===== config.mk =====
export PLATFORM = sky130hd
export DESIGN_NAME = pssd_fifo
export DESIGN_NICKNAME = d
export VERILOG_FILES = /design/src/pssd_pkg.sv /design/src/pssd_fifo.sv
export SDC_FILE = /design/constraint.sdc
export NUM_CORES = 1
export LEC_CHECK = 0
export BUFFER_PORTS_ARGS = -buffer_cell sky130_fd_sc_hd__buf_2
export CORE_UTILIZATION = 30
export DETAILED_ROUTE_END_ITERATION = 12
export PLACE_DENSITY = 0.48
export SLEW_MARGIN = 20
export SYNTH_ARGS = -nofsm -noshare
export SYNTH_HDL_FRONTEND = slang
export SYNTH_SLANG_ARGS = --single-unit

===== constraint.sdc =====
create_clock -name clk_i -period 2.5 [get_ports clk_i]
set_input_delay 0.25 -clock clk_i [delete_from_list [all_inputs] [get_ports clk_i]]
set_output_delay 0.25 -clock clk_i [all_outputs]
set_load 0.01 [all_outputs]

===== src/pssd_pkg.sv =====
// ----------------------------------------------------------------------------
// pssd_pkg
// shared constants and types for the patch ssd match select block
// ----------------------------------------------------------------------------
package pssd_pkg;

  localparam int MaxCand   = 64;
  localparam int IdxW      = $clog2(MaxCand);
  localparam int CntW      = IdxW + 1;
  localparam int SampleW   = 8;
  localparam int CoordW    = 12;
  localparam int DistW     = 32;
  localparam int TotalW    = 10;
  localparam int FppW      = 4;
  localparam int CfgIdxW   = 2;
  localparam int CfgDataW  = 32;
  localparam int SqW       = 2 * SampleW;

  localparam logic [CfgIdxW-1:0] CFG_FPP    = 2'd0;
  localparam logic [CfgIdxW-1:0] CFG_MINP   = 2'd1;
  localparam logic [CfgIdxW-1:0] CFG_THRESH = 2'd2;

  localparam logic [FppW-1:0]   FppReset  = 4'd5;
  localparam logic [TotalW-1:0] MinReset  = 10'd83;
  localparam logic [TotalW-1:0] TotalMax  = 10'd1023;

  typedef struct packed {
    logic [SampleW-1:0] ref_red;
    logic [SampleW-1:0] ref_green;
    logic [SampleW-1:0] ref_blue;
    logic [SampleW-1:0] cand_red;
    logic [SampleW-1:0] cand_green;
    logic [SampleW-1:0] cand_blue;
    logic [CoordW-1:0]  cand_col;
    logic [CoordW-1:0]  cand_row;
    logic               end_of_candidate;
    logic               end_of_window;
  } pix_t;

  typedef struct packed {
    logic [CoordW-1:0] match_col;
    logic [CoordW-1:0] match_row;
    logic [DistW-1:0]  match_distance;
    logic [TotalW-1:0] patch_total;
    logic              last_match;
  } match_t;

  // one finished candidate from the front to the back
  typedef struct packed {
    logic [DistW-1:0]  distance;
    logic [CoordW-1:0] col;
    logic [CoordW-1:0] row;
    logic              eow;
    logic              keep;
  } cand_t;

  function automatic logic [SqW-1:0] sq_diff(input logic [SampleW-1:0] a,
                                             input logic [SampleW-1:0] b);
    logic [SampleW-1:0] d;
    d = (a > b) ? (a - b) : (b - a);
    return SqW'(d) * SqW'(d);
  endfunction

endpackage


===== src/pssd_fifo.sv =====
// ----------------------------------------------------------------------------
// pssd_fifo
// short queue of candidate records between front and back
// ----------------------------------------------------------------------------
module pssd_fifo import pssd_pkg::*; (
  input  logic  clk_i,
  input  logic  rst_ni,
  input  logic  wr_valid_i,
  output logic  wr_ready_o,
  input  cand_t wr_data_i,
  output logic  rd_valid_o,
  input  logic  rd_ready_i,
  output cand_t rd_data_o
);

  localparam int Depth = 4;
  localparam int PtrW  = $clog2(Depth);

  cand_t           mem_q [Depth];
  logic [PtrW-1:0] wp_q, rp_q;
  logic [PtrW:0]   cnt_q;
  logic            wr, rd;

  assign wr_ready_o = cnt_q != (PtrW+1)'(Depth);
  assign rd_valid_o = cnt_q != '0;
  assign wr = wr_valid_i && wr_ready_o;
  assign rd = rd_valid_o && rd_ready_i;
  assign rd_data_o = mem_q[rp_q];

  always_ff @(posedge clk_i or negedge rst_ni) begin
    if (!rst_ni) begin
      wp_q  <= '0;
      rp_q  <= '0;
      cnt_q <= '0;
    end else begin
      if (wr) wp_q <= wp_q + 1'b1;
      if (rd) rp_q <= rp_q + 1'b1;
      cnt_q <= cnt_q + (PtrW+1)'(wr) - (PtrW+1)'(rd);
    end
  end

  always_ff @(posedge clk_i) begin
    if (wr) mem_q[wp_q] <= wr_data_i;
  end

endmodule


==> impl_metrics.ini <==
[min_path]
holdCritStartpoint = wr_valid_i
timing.hold.worst_path_depth = 3
hold_path.class = input pin to register

[routing]
antenna_left = 0
wirelength_um = 17500
final_routed_wire_length_divided_by_cell_count_um = 18.2
initialDrtViolationCount = 208
drt-vias-per-instance = 4.41
drt-pass1-iter-count = 4
drc = 0
detailroute.via_count = 4237

[timing]
worst_slew_pin_slew_ns = 0.441
fin_hold_ws_ns = 0.0748
period_share_pct = 94.2
slew_violations = 0
achievable-frequency_mhz = 425
fin_tns_setup_ns = 0
unrepaired_setup_endpoints_after_global_routing = no
slew_headroom_pct = 70.4
clock_skew_ns = 0.00938
finalWorstSetupSlack_ns = 0.145
finalSetupViolCount = 0
hold_violations = 0
final_period_minus_worst_setup_slack_ns = 2.36

[synthesis]
yosysSeqAreaShare_pct = 80.2
yosysWarnings = 0
syn_nets = 414
syn_area_um2 = 8910
yosysTopAreaCellShare_pct = 78.2
postSynthAreaPerCell_um2 = 25.8
ys_ff_latch = 239
yosys-top-cells-area = sky130_fd_sc_hd__edfxtp_1 78%, sky130_fd_sc_hd__mux4_2 15%, sky130_fd_sc_hd__dfrtp_1 2.0%
yosysUniqueCellTypes = 21
netlist_instances = 345
post-synth-top-area-cell = sky130_fd_sc_hd__edfxtp_1

[finish]
design.final.nets = 625
finish.cell_count_without_fillers = 961
areaGrowthSynthToFinish_pct = 29.8
multi_input_comb_area_um2 = 1590
drive_above_1_share_pct = 42.0
n_fill_cell = 2628
seq_cell_area_um2 = 7150

[floorplan]
core_area_um2 = 28900
floorplan.initialDensity_pct = 30.8
num_rows = 62
fp.dieW_um = 174
floorplan.die.height_um = 174
area_of_the_die_um2 = 30400
ios = 122

[global_route]
grt_pass1_wl_um = 27200
pin_count_of_the_biggest_net_entering_global_routing = 30
grt_usage_pct = 11.7
grt.overflow.total = 0
grt_pass1_vias = 4743
antenna_found_initial = 1

[place]
place.port_buffers = 121
gp_congestion = 0.701
place_worst_setup_slack_ns = 0.180
post_place_cells = 850
dp.final_hpwl_um = 10600

[worst_setup_path]
class_of_the_most_critical_setup_path = register to register
cell_depth_of_the_worst_flop_to_flop_path = 9
crit_family = adder cells
timing.critical_path.from_type = register
launch_point_of_the_worst_path = cnt_q[1]$_DFF_PN0_
critical_path.slowest_cell = sky130_fd_sc_hd__dfrtp_1
worstPathBufferInverterCount = 2
crit_required_ns = 2.88
timing.critical_path.cells = nor3b_2, nand2b_1, ha_1, inv_1, ha_1, inv_1, fa_1, xnor2_1, xnor2_1
timing.critical_path.slowest_cell_delay_ns = 0.48
end_kind = register
worst-path-stages = 9
reg2reg_from = cnt_q[1]$_DFF_PN0_
arrival_time_of_data_at_the_critical_path_endpoint_ns = 2.74
crit_path_max_fanout = 8

[cts]
cts_max_path_bufs = 3
clkSinkCount = 239
cts_inserted_buffers = 27
h_tree_lvl_count = 1
tritoncts = yes
clkLatencyLatePin_ns = 0.51
path_clk_slew_ns = 0.06
ctsRootBufferMaster = sky130_fd_sc_hd__clkbuf_16
postCtsResizedCells = 0

[power]
power.density_cell_area_nw_per_um2 = 1150
vdd_drop_max_mv = 0.583
overall_power_after_layout_uw = 13300
cellLeakagePower_uw = 0.00397

[flow_run]
drv_cap = 0

[outcome]
run_status = finished clean
==> state kept, by name, indices dropped and copies added (netlist names) <==
| name | flops |
|---|---|
| mem_q | 232 |
| rp_q | 2 |
| cnt_q | 3 |
| wp_q | 2 |
==> cells in the final DEF (no fill, tap or decap), types with 2 or more instances in the layout <==
cell type,netlist,routed
sky130_fd_sc_hd__clkbuf_16,0,27
sky130_fd_sc_hd__clkbuf_8,0,3
sky130_fd_sc_hd__clkinv_2,0,4
sky130_fd_sc_hd__inv_1,6,6
sky130_fd_sc_hd__edfxtp_1,232,232
sky130_fd_sc_hd__clkbuf_1,0,5
sky130_fd_sc_hd__buf_12,6,11
sky130_fd_sc_hd__and3b_4,0,4
sky130_fd_sc_hd__dfrtp_4,0,2
sky130_fd_sc_hd__bufinv_16,0,2
sky130_fd_sc_hd__dlygate4sd3_1,0,59
sky130_fd_sc_hd__dfrtp_1,7,5
sky130_fd_sc_hd__xnor2_1,3,3
sky130_fd_sc_hd__mux4_2,58,58
sky130_fd_sc_hd__nand4bb_1,2,2
sky130_fd_sc_hd__clkinv_1,0,4
sky130_fd_sc_hd__clkinv_4,0,2
sky130_fd_sc_hd__nand2b_1,4,4
sky130_fd_sc_hd__buf_2,5,121
sky130_fd_sc_hd__o211ai_1,2,2
sky130_fd_sc_hd__buf_4,2,5
sky130_fd_sc_hd__ha_1,6,6
==> Yosys cell counts, drive strengths merged <==
master and instances:
nor3b 1, nand2 1, and3b 4, buf 14, o311ai 1, xnor2 3
o211ai 2, xor2 1, edfxtp 232, mux4 58, ha 6, o31a 1
or3 1, nand2b 4, dfrtp 7, fa 1, inv 6, nand4bb 2
==> final cells by class <==
cell class	count	area share [%]
Clock buffer	35	6.36
Sequential cell	239	61.8
Clock inverter	14	1.11
Antenna cell	1	0.0216
Tap cell	384	4.16
Timing Repair Buffer	196	12.6
Multi-Input combinational cell	86	13.7
Inverter	6	0.195
==> cells by family (layout without fill, tap and decap cells) <==
logic type                 Yosys count  after routing  synth area share, %
xor gates and xnor gates             4              4                0.393
DFF                                239            239                 80.2
adders and majority gates            7              7                 1.07
and+or+nand+nor                     13             13                 1.18
AOI/OAI and AO/OA                    4              4                0.365
buffers and inverters               20            251                 2.18
other                                0              1                    0
muxes                               58             58                 14.7
==> final timing paths <==
path	end	slack, ns
setup / recovery	cnt_q[2]$_DFF_PN0_	0.14
hold / removal	wp_q[1]$_DFFE_PN0P_	0.07
setup reg to reg	cnt_q[2]$_DFF_PN0_	0.14
hold reg to reg	wp_q[1]$_DFFE_PN0P_	0.61
max in group asynchronous	rp_q[1]$_DFFE_PN0P_	2.20
min in group asynchronous	cnt_q[1]$_DFF_PN0_	0.11
==> what timing repair did <==
item,in CTS,in global routing
hold endpoints to repair,239,0
endpoints found under the setup margin,20,0
hold buffers,59,0
buffers inserted,2,0
==> power breakdown <==
group | total, µW | switching [µW] | internal, µW
clock network | 3750 | 1480 | 2280
logic | 3930 | 2000 | 1920
registers | 5590 | 298 | 5290
==> worst register-to-register path: stages (launching register included) <==
cell                       delay [ns]
sky130_fd_sc_hd__dfrtp_1         0.48
sky130_fd_sc_hd__nor3b_2         0.46
sky130_fd_sc_hd__nand2b_1        0.17
sky130_fd_sc_hd__ha_1            0.23
sky130_fd_sc_hd__inv_1           0.05
sky130_fd_sc_hd__ha_1            0.13
sky130_fd_sc_hd__inv_1           0.05
sky130_fd_sc_hd__fa_1            0.37
sky130_fd_sc_hd__xnor2_1         0.15
sky130_fd_sc_hd__xnor2_1         0.13
==> layer usage <==
layer | global-route usage, % | part of all wire [%]
met1 | 14.6 | 42
met2 | 20.1 | 50
met3 | 2.93 | 5.3
met4 | 3.40 | 2.4
met5 | 0 | 0
==> through the flow <==
stage	cell area, µm²	util (%)
6_report	11600	40.0
2_1_floorplan	8910	-
5_1_grt	11600	40.0
3_5_place_dp	10100	34.9
3_3_place_gp	10100	34.9
4_1_cts	11600	40.0
No activity file was read; power rests on OpenSTA's default activity.
