<file path="src/pssd_pkg.sv">
// ----------------------------------------------------------------------------
// pssd_pkg
// shared constants and types for the patch ssd match select block
// ----------------------------------------------------------------------------
package pssd_pkg;

  localparam int MaxCand   = 64;
  localparam int IdxW      = $clog2(MaxCand);
  localparam int CntW      = IdxW + 1;
  localparam int SampleW   = 8;
  localparam int CoordW    = 12;
  localparam int DistW     = 32;
  localparam int TotalW    = 10;
  localparam int FppW      = 4;
  localparam int CfgIdxW   = 2;
  localparam int CfgDataW  = 32;
  localparam int SqW       = 2 * SampleW;

  localparam logic [CfgIdxW-1:0] CFG_FPP    = 2'd0;
  localparam logic [CfgIdxW-1:0] CFG_MINP   = 2'd1;
  localparam logic [CfgIdxW-1:0] CFG_THRESH = 2'd2;

  localparam logic [FppW-1:0]   FppReset  = 4'd5;
  localparam logic [TotalW-1:0] MinReset  = 10'd83;
  localparam logic [TotalW-1:0] TotalMax  = 10'd1023;

  typedef struct packed {
    logic [SampleW-1:0] ref_red;
    logic [SampleW-1:0] ref_green;
    logic [SampleW-1:0] ref_blue;
    logic [SampleW-1:0] cand_red;
    logic [SampleW-1:0] cand_green;
    logic [SampleW-1:0] cand_blue;
    logic [CoordW-1:0]  cand_col;
    logic [CoordW-1:0]  cand_row;
    logic               end_of_candidate;
    logic               end_of_window;
  } pix_t;

  typedef struct packed {
    logic [CoordW-1:0] match_col;
    logic [CoordW-1:0] match_row;
    logic [DistW-1:0]  match_distance;
    logic [TotalW-1:0] patch_total;
    logic              last_match;
  } match_t;

  // one finished candidate from the front to the back
  typedef struct packed {
    logic [DistW-1:0]  distance;
    logic [CoordW-1:0] col;
    logic [CoordW-1:0] row;
    logic              eow;
    logic              keep;
  } cand_t;

  function automatic logic [SqW-1:0] sq_diff(input logic [SampleW-1:0] a,
                                             input logic [SampleW-1:0] b);
    logic [SampleW-1:0] d;
    d = (a > b) ? (a - b) : (b - a);
    return SqW'(d) * SqW'(d);
  endfunction

endpackage

</file>
<file path="src/pssd_front.sv">
// ----------------------------------------------------------------------------
// pssd_front
// accumulates ssd per candidate, emits candidate records into a fifo
// ----------------------------------------------------------------------------
module pssd_front import pssd_pkg::*; (
  input  logic        clk_i,
  input  logic        rst_ni,
  input  logic        in_valid_i,
  output logic        in_ready_o,
  input  pix_t        in_data_i,
  output logic        rec_valid_o,
  input  logic        rec_ready_i,
  output cand_t       rec_o
);

  logic [DistW-1:0] acc_q, acc_d;
  logic [CntW-1:0]  cnt_q, cnt_d;
  logic [SqW-1:0]   sq_r_q, sq_g_q, sq_b_q;
  pix_t             p_q;
  logic             s1_q;
  logic             rec_valid_q;
  cand_t            rec_q;
  logic             adv;
  logic [DistW+1:0] sum;
  logic [DistW-1:0] acc_sat;
  logic             close;

  // stage 1 registers the squares, stage 2 accumulates
  assign adv        = !rec_valid_q || rec_ready_i;
  assign in_ready_o = adv;
  assign sum = {2'b0, acc_q} + {{(DistW+2-SqW){1'b0}}, sq_r_q}
             + {{(DistW+2-SqW){1'b0}}, sq_g_q} + {{(DistW+2-SqW){1'b0}}, sq_b_q};
  assign acc_sat = (sum[DistW+1:DistW] != 2'b0) ? '1 : sum[DistW-1:0];
  assign close   = p_q.end_of_candidate || p_q.end_of_window;

  always_comb begin
    acc_d = acc_q;
    cnt_d = cnt_q;
    if (adv && s1_q) begin
      acc_d = close ? '0 : acc_sat;
      if (close && cnt_q < CntW'(MaxCand)) cnt_d = cnt_q + 1'b1;
      if (p_q.end_of_window) cnt_d = '0;
    end
  end

  always_ff @(posedge clk_i or negedge rst_ni) begin
    if (!rst_ni) begin
      acc_q       <= '0;
      cnt_q       <= '0;
      s1_q        <= 1'b0;
      rec_valid_q <= 1'b0;
    end else begin
      acc_q <= acc_d;
      cnt_q <= cnt_d;
      if (adv) begin
        s1_q        <= in_valid_i;
        rec_valid_q <= s1_q && close;
      end
    end
  end

  always_ff @(posedge clk_i) begin
    if (adv) begin
      p_q    <= in_data_i;
      sq_r_q <= sq_diff(in_data_i.ref_red, in_data_i.cand_red);
      sq_g_q <= sq_diff(in_data_i.ref_green, in_data_i.cand_green);
      sq_b_q <= sq_diff(in_data_i.ref_blue, in_data_i.cand_blue);
      rec_q.distance <= acc_sat;
      rec_q.col  <= p_q.cand_col;
      rec_q.row  <= p_q.cand_row;
      rec_q.eow  <= p_q.end_of_window;
      rec_q.keep <= cnt_q < CntW'(MaxCand);
    end
  end

  assign rec_valid_o = rec_valid_q;
  assign rec_o       = rec_q;

endmodule

</file>
<file path="config.mk">
export PLATFORM = sky130hd
export DESIGN_NAME = pssd_front
export DESIGN_NICKNAME = d
export VERILOG_FILES = /design/src/pssd_pkg.sv /design/src/pssd_front.sv
export SDC_FILE = /design/constraint.sdc
export NUM_CORES = 1
export LEC_CHECK = 0
export BUFFER_PORTS_ARGS = -buffer_cell sky130_fd_sc_hd__buf_4
export CAP_MARGIN = 20
export CORE_MARGIN = 8
export CORE_UTILIZATION = 40
export CTS_BUF_LIST = sky130_fd_sc_hd__clkbuf_16
export CTS_CLUSTER_SIZE = 8
export DETAILED_ROUTE_END_ITERATION = 8
export HOLD_SLACK_MARGIN = 0.02
export PLACE_DENSITY_LB_ADDON = 0.08
export SETUP_SLACK_MARGIN = 0.02
export SYNTH_ARGS = -nofsm -noshare
export SYNTH_HDL_FRONTEND = slang
export SYNTH_SLANG_ARGS = --single-unit
</file>
<file path="constraint.sdc">
create_clock -name clk_i -period 16.5 [get_ports clk_i]
set_clock_uncertainty 0.1 [all_clocks]
set_input_delay 2.475 -clock clk_i [delete_from_list [all_inputs] [get_ports clk_i]]
set_output_delay 2.475 -clock clk_i [all_outputs]
set_load 0.02 [all_outputs]
</file>
==> metrics.txt <==
# TYPE chip_impl_metric gauge
chip_impl_info{name="timing.critical_path.max_delay_family",value="adder cells"} 1
chip_impl_info{name="critPathLaunch",value="in_data_i[58]"} 1
chip_impl_metric{name="required",unit="ps"} 16570
chip_impl_metric{name="synth_top_area_share",unit="%"} 26.8
chip_impl_metric{name="detail_route.iter0.violations",unit=""} 349
chip_impl_metric{name="place.port_buffers",unit=""} 137
chip_impl_metric{name="nNetsFinal",unit=""} 1844
chip_impl_metric{name="timing.critical_path.arrival",unit="ps"} 9180
chip_impl_metric{name="grt_first_pass_wirelength",unit="mm"} 50.4
chip_impl_metric{name="die_area",unit="mm²"} 0.0424
chip_impl_metric{name="placement.setup.worst_slack",unit="ps"} 6880
chip_impl_metric{name="core_region_area",unit="mm²"} 0.0356
chip_impl_metric{name="synth_enable_flop_cells",unit=""} 129
chip_impl_metric{name="gp_routability_congestion",unit=""} 0.797
chip_impl_metric{name="clkSinkCount",unit=""} 170
chip_impl_metric{name="cp.buffers_inverters",unit=""} 6
chip_impl_metric{name="die_height",unit="µm"} 206
chip_impl_metric{name="grt_remaining_overflow",unit=""} 0
chip_impl_metric{name="syn-mean-instance-area",unit="µm²"} 10.5
chip_impl_metric{name="drc_errors",unit=""} 0
chip_impl_metric{name="synth_fp_nets",unit=""} 1716
chip_impl_metric{name="finalSetupViolations",unit=""} 0
chip_impl_info{name="yosys-top-cells-area",value="sky130_fd_sc_hd__edfxtp_1 (27%), sky130_fd_sc_hd__fa_1 (15%), sky130_fd_sc_hd__ha_1 (14%)"} 1
chip_impl_metric{name="synth-async-reset-ratio",unit="%"} 24.1
chip_impl_info{name="tritoncts_clock_tree",value="yes"} 1
chip_impl_metric{name="dp_hpwl",unit="mm"} 25.1
chip_impl_metric{name="critical_path_cell_count",unit=""} 25
chip_impl_info{name="netlist.top_cell.by_area",value="sky130_fd_sc_hd__edfxtp_1"} 1
chip_impl_info{name="rsz_0062_raised_after_global_routing",value="no"} 1
chip_impl_metric{name="hold_depth",unit=""} 0
chip_impl_metric{name="std_cell_rows",unit=""} 69
chip_impl_metric{name="insertion_delay",unit="ps"} 440
chip_impl_metric{name="layout-area-overhead-vs-synth",unit="%"} 14.5
chip_impl_metric{name="post_synth_inst_count",unit=""} 1371
chip_impl_metric{name="drtPass1Iterations",unit=""} 5
chip_impl_metric{name="layout-drive-gt1-share",unit="%"} 14.7
chip_impl_metric{name="period_minus_slack",unit="ps"} 9110
chip_impl_metric{name="post_cts.repair.setup_buffers",unit=""} 0
chip_impl_info{name="clk_root_buffer_cell",value="sky130_fd_sc_hd__clkbuf_16"} 1
chip_impl_metric{name="number_of_antenna_violations_at_the_first_check_in_global_routing",unit=""} 0
chip_impl_info{name="critical_path_class",value="in -> reg"} 1
chip_impl_metric{name="top_level_ports",unit=""} 138
chip_impl_metric{name="hold_bufs_inserted_after_cts",unit=""} 0
chip_impl_metric{name="cts-htree-levels",unit=""} 4
chip_impl_metric{name="cts.path.max_buffers",unit=""} 2
chip_impl_metric{name="initial_core_utilization",unit="%"} 40.6
chip_impl_metric{name="max_slew.worst_pin.slew",unit="ps"} 918
chip_impl_metric{name="grtUsageTotal",unit="%"} 14.6
chip_impl_metric{name="sequential_element_share_of_the_synthesized_area",unit="%"} 33.9
chip_impl_metric{name="postRouteAntennaNets",unit=""} 0
chip_impl_metric{name="slew_viol_final",unit=""} 0
chip_impl_metric{name="cts_buffers",unit=""} 17
chip_impl_info{name="synth_top_flop_cell",value="sky130_fd_sc_hd__edfxtp_1"} 1
chip_impl_metric{name="die-width",unit="µm"} 206
chip_impl_metric{name="cts_repair_resize_count",unit=""} 0
chip_impl_metric{name="pin_count_of_the_biggest_net_entering_global_routing",unit=""} 74
chip_impl_metric{name="clock_transition_time_at_the_flip_flop_clock_pins_of_the_worst_setup_and_hold_paths",unit="ps"} 70
chip_impl_metric{name="synth.cell_area",unit="mm²"} 0.0144
chip_impl_metric{name="final_count_of_hold_timing_violations",unit=""} 0
chip_impl_metric{name="relSlewSlack",unit="%"} 37.1
chip_impl_metric{name="worst_r2r_path_depth",unit=""} 11
chip_impl_info{name="min-delay-path-class",value="reg -> reg"} 1
chip_impl_metric{name="crit_path_max_fanout",unit=""} 10
chip_impl_info{name="critPathLaunchType",value="input pin"} 1
chip_impl_metric{name="postSynthRegisterBits",unit=""} 170
chip_impl_metric{name="critical-path-max-stage-delay",unit="ps"} 640
chip_impl_metric{name="route.detailed.wl_per_inst",unit="µm"} 15.6
chip_impl_metric{name="vias_per_cell",unit=""} 5.02
chip_impl_info{name="result_of_the_run",value="completed"} 1
chip_impl_info{name="crit-reg2reg-launch",value="sq_g_q[2]$_DFFE_PN_"} 1
chip_impl_metric{name="utilization",unit="%"} 46.5
chip_impl_metric{name="finalSetupTns",unit="ps"} 0
chip_impl_metric{name="timing.final.ws_setup",unit="ps"} 7390
chip_impl_metric{name="antenna_cells_inserted",unit=""} 0
chip_impl_metric{name="timing.max_cap.violations",unit=""} 0
chip_impl_info{name="hp-start",value="p_q[12]$_DFFE_PN_"} 1
chip_impl_metric{name="vias_in_the_first_global_route",unit=""} 10139
chip_impl_metric{name="dr_total_vias",unit=""} 9899
chip_impl_metric{name="post_synth_num_cell_types",unit=""} 82
chip_impl_metric{name="fin_worst_hold_slack",unit="ps"} 316
chip_impl_metric{name="detail_route.wirelength",unit="mm"} 30.7
chip_impl_metric{name="highest_clock_frequency_the_design_can_meet",unit="MHz"} 110
chip_impl_metric{name="yosys_warnings",unit=""} 0
chip_impl_metric{name="period_share",unit="%"} 55.2
chip_impl_info{name="timing.critical_path.slowest_stage_cell",value="sky130_fd_sc_hd__xor2_1"} 1
chip_impl_info{name="worst_setup_path_end_kind",value="register"} 1
cells in the final DEF (no fill, tap or decap), drive strengths merged, types with 36 or more instances in the layout:
cell and n:
xor2 36, fa 111, buf 144, edfxtp 129, o21ai 58, xnor2 43, nor2 91, ha 156
inv 216, nand2 67, dfrtp 41, a21oi 72
registers in the layout, indices dropped and copies added, names as in the netlist:
signal	flops
sq_g_q	15
sq_b_q	15
p_q	26
sq_r_q	15
rec_o	58
rec_valid_o	1
cnt_q	7
acc_q	32
s1_q	1
through the flow:
step	cell area [µm²]	cells
global route	16500	1973
detailed placement	15900	1941
finish	16500	1973
floorplan	14400	1371
CTS	16500	1973
global placement	15900	1941
final timing paths:
| path | end | slack (ps) |
|---|---|---|
| max | sq_g_q[15]$_DFFE_PN_ | 7390 |
| min | rec_o[12]$_DFFE_PN_ | 320 |
| max reg2reg | acc_q[21]$_DFFE_PN0P_ | 12090 |
| min reg2reg | rec_o[12]$_DFFE_PN_ | 320 |
| max in group asynchronous | acc_q[19]$_DFFE_PN0P_ | 13970 |
| min in group asynchronous | rec_valid_o$_DFFE_PN0N_ | 1930 |
cells in the mapped netlist, types with 3 or more instances:
library cell / n
sky130_fd_sc_hd__nor2_2: 3
sky130_fd_sc_hd__mux2_2: 5
sky130_fd_sc_hd__a21boi_0: 3
sky130_fd_sc_hd__edfxtp_1: 129
sky130_fd_sc_hd__nand3_1: 23
sky130_fd_sc_hd__and3_1: 17
sky130_fd_sc_hd__o21a_1: 10
sky130_fd_sc_hd__o21ai_0: 45
sky130_fd_sc_hd__a221oi_1: 3
sky130_fd_sc_hd__clkbuf_1: 25
sky130_fd_sc_hd__xnor2_2: 3
sky130_fd_sc_hd__nand2b_1: 23
sky130_fd_sc_hd__buf_2: 5
sky130_fd_sc_hd__a21oi_1: 72
sky130_fd_sc_hd__o31ai_1: 6
sky130_fd_sc_hd__fa_1: 111
sky130_fd_sc_hd__nor2b_1: 14
sky130_fd_sc_hd__a22o_1: 27
sky130_fd_sc_hd__a21o_1: 34
sky130_fd_sc_hd__ha_1: 156
sky130_fd_sc_hd__nand4_1: 4
sky130_fd_sc_hd__xor2_1: 35
sky130_fd_sc_hd__o21bai_1: 10
sky130_fd_sc_hd__mux2i_1: 18
sky130_fd_sc_hd__xnor2_1: 40
sky130_fd_sc_hd__nand2_1: 67
sky130_fd_sc_hd__nor2_1: 87
sky130_fd_sc_hd__o31a_1: 4
sky130_fd_sc_hd__inv_1: 206
sky130_fd_sc_hd__nor3_1: 25
sky130_fd_sc_hd__o21ai_1: 11
sky130_fd_sc_hd__o211ai_1: 10
sky130_fd_sc_hd__and2_1: 4
sky130_fd_sc_hd__or2_2: 17
sky130_fd_sc_hd__a31oi_1: 6
sky130_fd_sc_hd__dfrtp_1: 41
sky130_fd_sc_hd__and4_1: 4
sky130_fd_sc_hd__a211oi_1: 3
sky130_fd_sc_hd__or3_1: 9
layout make-up:
class                           count  area, µm²
Clock buffer                       17        425
Clock inverter                     15        159
Fill cell                        3412      19000
Inverter                          208        781
Multi-Input combinational cell    958       8610
Sequential cell                   170       4900
Tap cell                          461        577
Timing Repair Buffer              144       1080
logic make-up after synthesis:
logic type               synth area share, %
adder cells (fa/ha/maj)                 28.9
AND/OR/NAND/NOR                         10.6
multiplexers                            1.79
XOR/XNOR                                5.00
other                                 0.0260
buffers and inverters                   6.52
AO/OA/AOI/OAI                           13.2
flip-flops                              33.9
per-layer routing:
| metal | vias to the layer above | routed length [µm] | GRT usage [%] |
|---|---|---|---|
| met5 | - | 0 | 0 |
| met4 | 0 | 292 | 3.22 |
| met3 | 20 | 1090 | 1.96 |
| met2 | 125 | 15000 | 25.1 |
| met1 | 4800 | 14400 | 19.4 |
| li1 | 4954 | - | - |
Power is left out: the tool's default activity adds up to more than one toggle a clock period on the data nets, which glitch-free logic cannot reach.
